==> src/sv/rlso_ram.sv <==
// ----------------------------------------------------------------------------
// rlso_ram
// Generic single-write, single-read RAM with a registered read port.
// ----------------------------------------------------------------------------
module rlso_ram #(
  parameter int unsigned WIDTH = 8,
  parameter int unsigned DEPTH = 16
) (
  input  logic                     clk_i,
  input  logic                     we_i,
  input  logic [$clog2(DEPTH)-1:0] waddr_i,
  input  logic [WIDTH-1:0]         wdata_i,
  input  logic [$clog2(DEPTH)-1:0] raddr_i,
  output logic [WIDTH-1:0]         rdata_o
);

  logic [WIDTH-1:0] mem_q [DEPTH];

  always_ff @(posedge clk_i) begin
    if (we_i) begin
      mem_q[waddr_i] <= wdata_i;
    end
    rdata_o <= mem_q[raddr_i];
  end

endmodule

==> config.mk <==
export PLATFORM = sky130hd
export DESIGN_NAME = rlso_ram
export DESIGN_NICKNAME = d
export VERILOG_FILES = /design/src/sv/rlso_ram.sv
export SDC_FILE = /design/constraint.sdc
export NUM_CORES = 1
export LEC_CHECK = 0
export BUFFER_PORTS_ARGS = -buffer_cell sky130_fd_sc_hd__buf_2
export CORE_MARGIN = 2
export CORE_UTILIZATION = 60
export DETAILED_ROUTE_END_ITERATION = 10
export PLACE_DENSITY_LB_ADDON = 0.15
export REMOVE_ABC_BUFFERS = 1
export SLEW_MARGIN = 20
export SYNTH_ARGS = -nofsm -noshare
export SYNTH_HDL_FRONTEND = slang
export SYNTH_SLANG_ARGS = --single-unit
==> constraint.sdc <==
create_clock -name clk_i -period 3.6 [get_ports clk_i]
set_input_delay 0 -clock clk_i [delete_from_list [all_inputs] [get_ports clk_i]]
set_output_delay 0 -clock clk_i [all_outputs]
set_load 0.05 [all_outputs]
==> results.json <==
{
  "outcome": "complete, no violations",
  "cp_max_fo": 8,
  "period_share_pct": 44.2,
  "cp-start-kind": "input pin",
  "finalPower_w": 0.00376,
  "cts.sinks": 136,
  "h-tree-depth": 4,
  "synth_top_area_share_pct": 74.7,
  "wl_mm": 9.55,
  "num_rows": 33,
  "gp_congestion": 0.752,
  "cts_setup_buffers": 0,
  "critPathArrivalTime_ns": 1.74,
  "crit_path_end_kind": "flop",
  "drc": 0,
  "cap_violations": 0,
  "n_antenna_cell": 0,
  "relSlewSlack_pct": 33.3,
  "yosysSeqAreaShare_pct": 77.8,
  "p_per_area_mw_per_mm2": 618,
  "worst_slack_ns": 2.01,
  "layout.nets": 294,
  "routed_via_density": 6.19,
  "rsz0062_at_grt": "false",
  "slowest_delay_ns": 0.88,
  "final_cell_mix": "128 x edfxtp_1, 24 x buf_2, 18 x mux4_2, 16 x a22oi_1, 16 x clkbuf_16",
  "dp_hpwl_mm": 5.54,
  "synth_warnings": 0,
  "antenna_found_initial": 0,
  "clkLatencyLatePin_ns": 0.51,
  "maxSlewViolCount": 0,
  "cts_tree": "built",
  "hold_path_class": "input pin to flop",
  "die_x_um": 96.6,
  "finalSetupViolCount": 0,
  "multi_input_area_sq_mm": 0.00107,
  "timing.fmax_ghz": 0.628,
  "dieArea_sq_mm": 0.00934,
  "cp_slowest_cell": "dlygate4sd3_1",
  "grt_max_degree": 33,
  "nFillCells": 497,
  "period_needed_ns": 1.59,
  "grt_pass1_wl_mm": 14.9,
  "io_pins": 26,
  "syn_inst": 229,
  "drive_above_1_share_pct": 27.0,
  "syn_area_per_cell_sq_um": 22.5,
  "register_area_sq_mm": 0.00400,
  "hold_viol": 0,
  "syn-cell-area_sq_mm": 0.00515,
  "cp_cell_sequence": "dlygate4sd3_1, buf_2, nor3_2, dlygate4sd3_1",
  "wl_per_cell_um": 24.2,
  "dp_slack_ns": 1.55,
  "peakVddDrop_mv": 0.331,
  "globalRouteTotalUtil_pct": 22.0,
  "required_ns": 3.74,
  "mostFrequentLayoutCell": "edfxtp_1",
  "io_buffers": 25,
  "grt_pass1_vias": 2540,
  "clockBufferDepth": 2,
  "synth_area_leaders": "edfxtp_1 75%, mux4_2 7.9%, mux4_1 7.1%",
  "p_leak_nw": 2.05,
  "fin_hold_ws_ns": 0.107,
  "first_iter_violations": 233,
  "firstDrtPassIters": 4,
  "synth-seq-cells": 136,
  "path_common_cell": "dlygate4sd3_1",
  "worst_slew_pin_slew_ns": 0.997,
  "worst_setup_hold_path_clk_slew_ns": 0.06,
  "setup-tns-final_ns": 0,
  "overflow": 0,
  "antenna_left": 0,
  "syn2layout_area_growth_pct": 18.0,
  "start_util_pct": 62.3,
  "worstSetupPathType": "input pin to flop",
  "cts_root_buf": "clkbuf_8",
  "core_sq_mm": 0.00826,
  "dr_total_vias": 2440,
  "die_height_um": 96.6,
  "cts_buffers": 17,
  "yosysTopAreaCell": "edfxtp_1",
  "synth_cell_types": 19,
  "skew_ns": 0.00959
}
-- cells by family (layout without fill, tap and decap cells) --
| logic type | Yosys count | count (layout) | share of synthesized area (%) |
|---|---|---|---|
| compound gates | 16 | 16 | 2.33 |
| buf+inv | 10 | 70 | 1.68 |
| flops | 136 | 136 | 77.8 |
| mux | 32 | 32 | 15.0 |
| simple gates | 35 | 35 | 3.18 |
-- cells in the mapped netlist (all sizes together) --
cell type	count
edfxtp	128
mux4	32
a22oi	16
nor2	13
nand2	9
dfxtp	8
buf	7
nor3	4
clkdlybuf4s25	3
nand2b	2
nand3b	2
and2	1
and2b	1
nand3	1
nor2b	1
or3b	1
-- final timing paths --
check          startpoint          end  slack [ns]  cells past startpoint
max            waddr_i[1]  mem_q[0][3]        2.01                      4
min            waddr_i[2]  mem_q[4][1]        0.11                      3
max reg2reg   mem_q[1][1]   rdata_o[1]        2.22                      3
min reg2reg  mem_q[14][1]   rdata_o[1]        0.67                      3
-- critical path, delay by kind of cell --
| family | cells | cell delay (ns) |
|---|---|---|
| buf+inv | 3 | 1.56 |
| simple gates | 1 | 0.17 |
-- sequential cells by signal, indices dropped and copies added (netlist names) --
| signal | flops |
|---|---|
| mem_q | 128 |
| rdata_o | 8 |
-- final cells by class --
type | instances | area share [%]
Timing Repair Buffer | 38 | 4.16
Multi-Input combinational cell | 83 | 17.6
Clock buffer | 21 | 7.39
Sequential cell | 136 | 65.9
Tap cell | 105 | 2.16
Clock inverter | 11 | 2.82
-- through the flow --
step,cells,utilization [%],cell area [sq um]
2_1_floorplan,219,-,5060
3_3_place_gp,351,64.6,5340
3_5_place_dp,351,64.7,5340
4_1_cts,394,73.5,6070
5_1_grt,394,73.6,6080
6_report,394,73.6,6080
-- power by group --
| part | leakage [nW] | switching [W] | internal (W) |
|---|---|---|---|
| clock network | 0.298 | 0.000617 | 0.00116 |
| logic | 0.533 | 0.000127 | 0.0000710 |
| registers | 1.22 | 0.00000938 | 0.00177 |
| total | 2.05 | 0.000754 | 0.00300 |
-- per-layer routing --
layer  wire length (um)  vias to the layer above  GRT usage [%]
met2               4660                      135           33.0
met1               3880                     1225           32.6
met3                903                       14           5.85
met4                108                        0           6.83
met5                  0                        -              0
li1                   -                     1066              -
-- timing repair --
item / CTS / global route
gates resized for setup: 0 / 0
setup endpoints to repair: 0 / 0
hold endpoints to repair: 147 / 0
hold buffers: 11 / 0
Power figures use the tool's default switching activity.
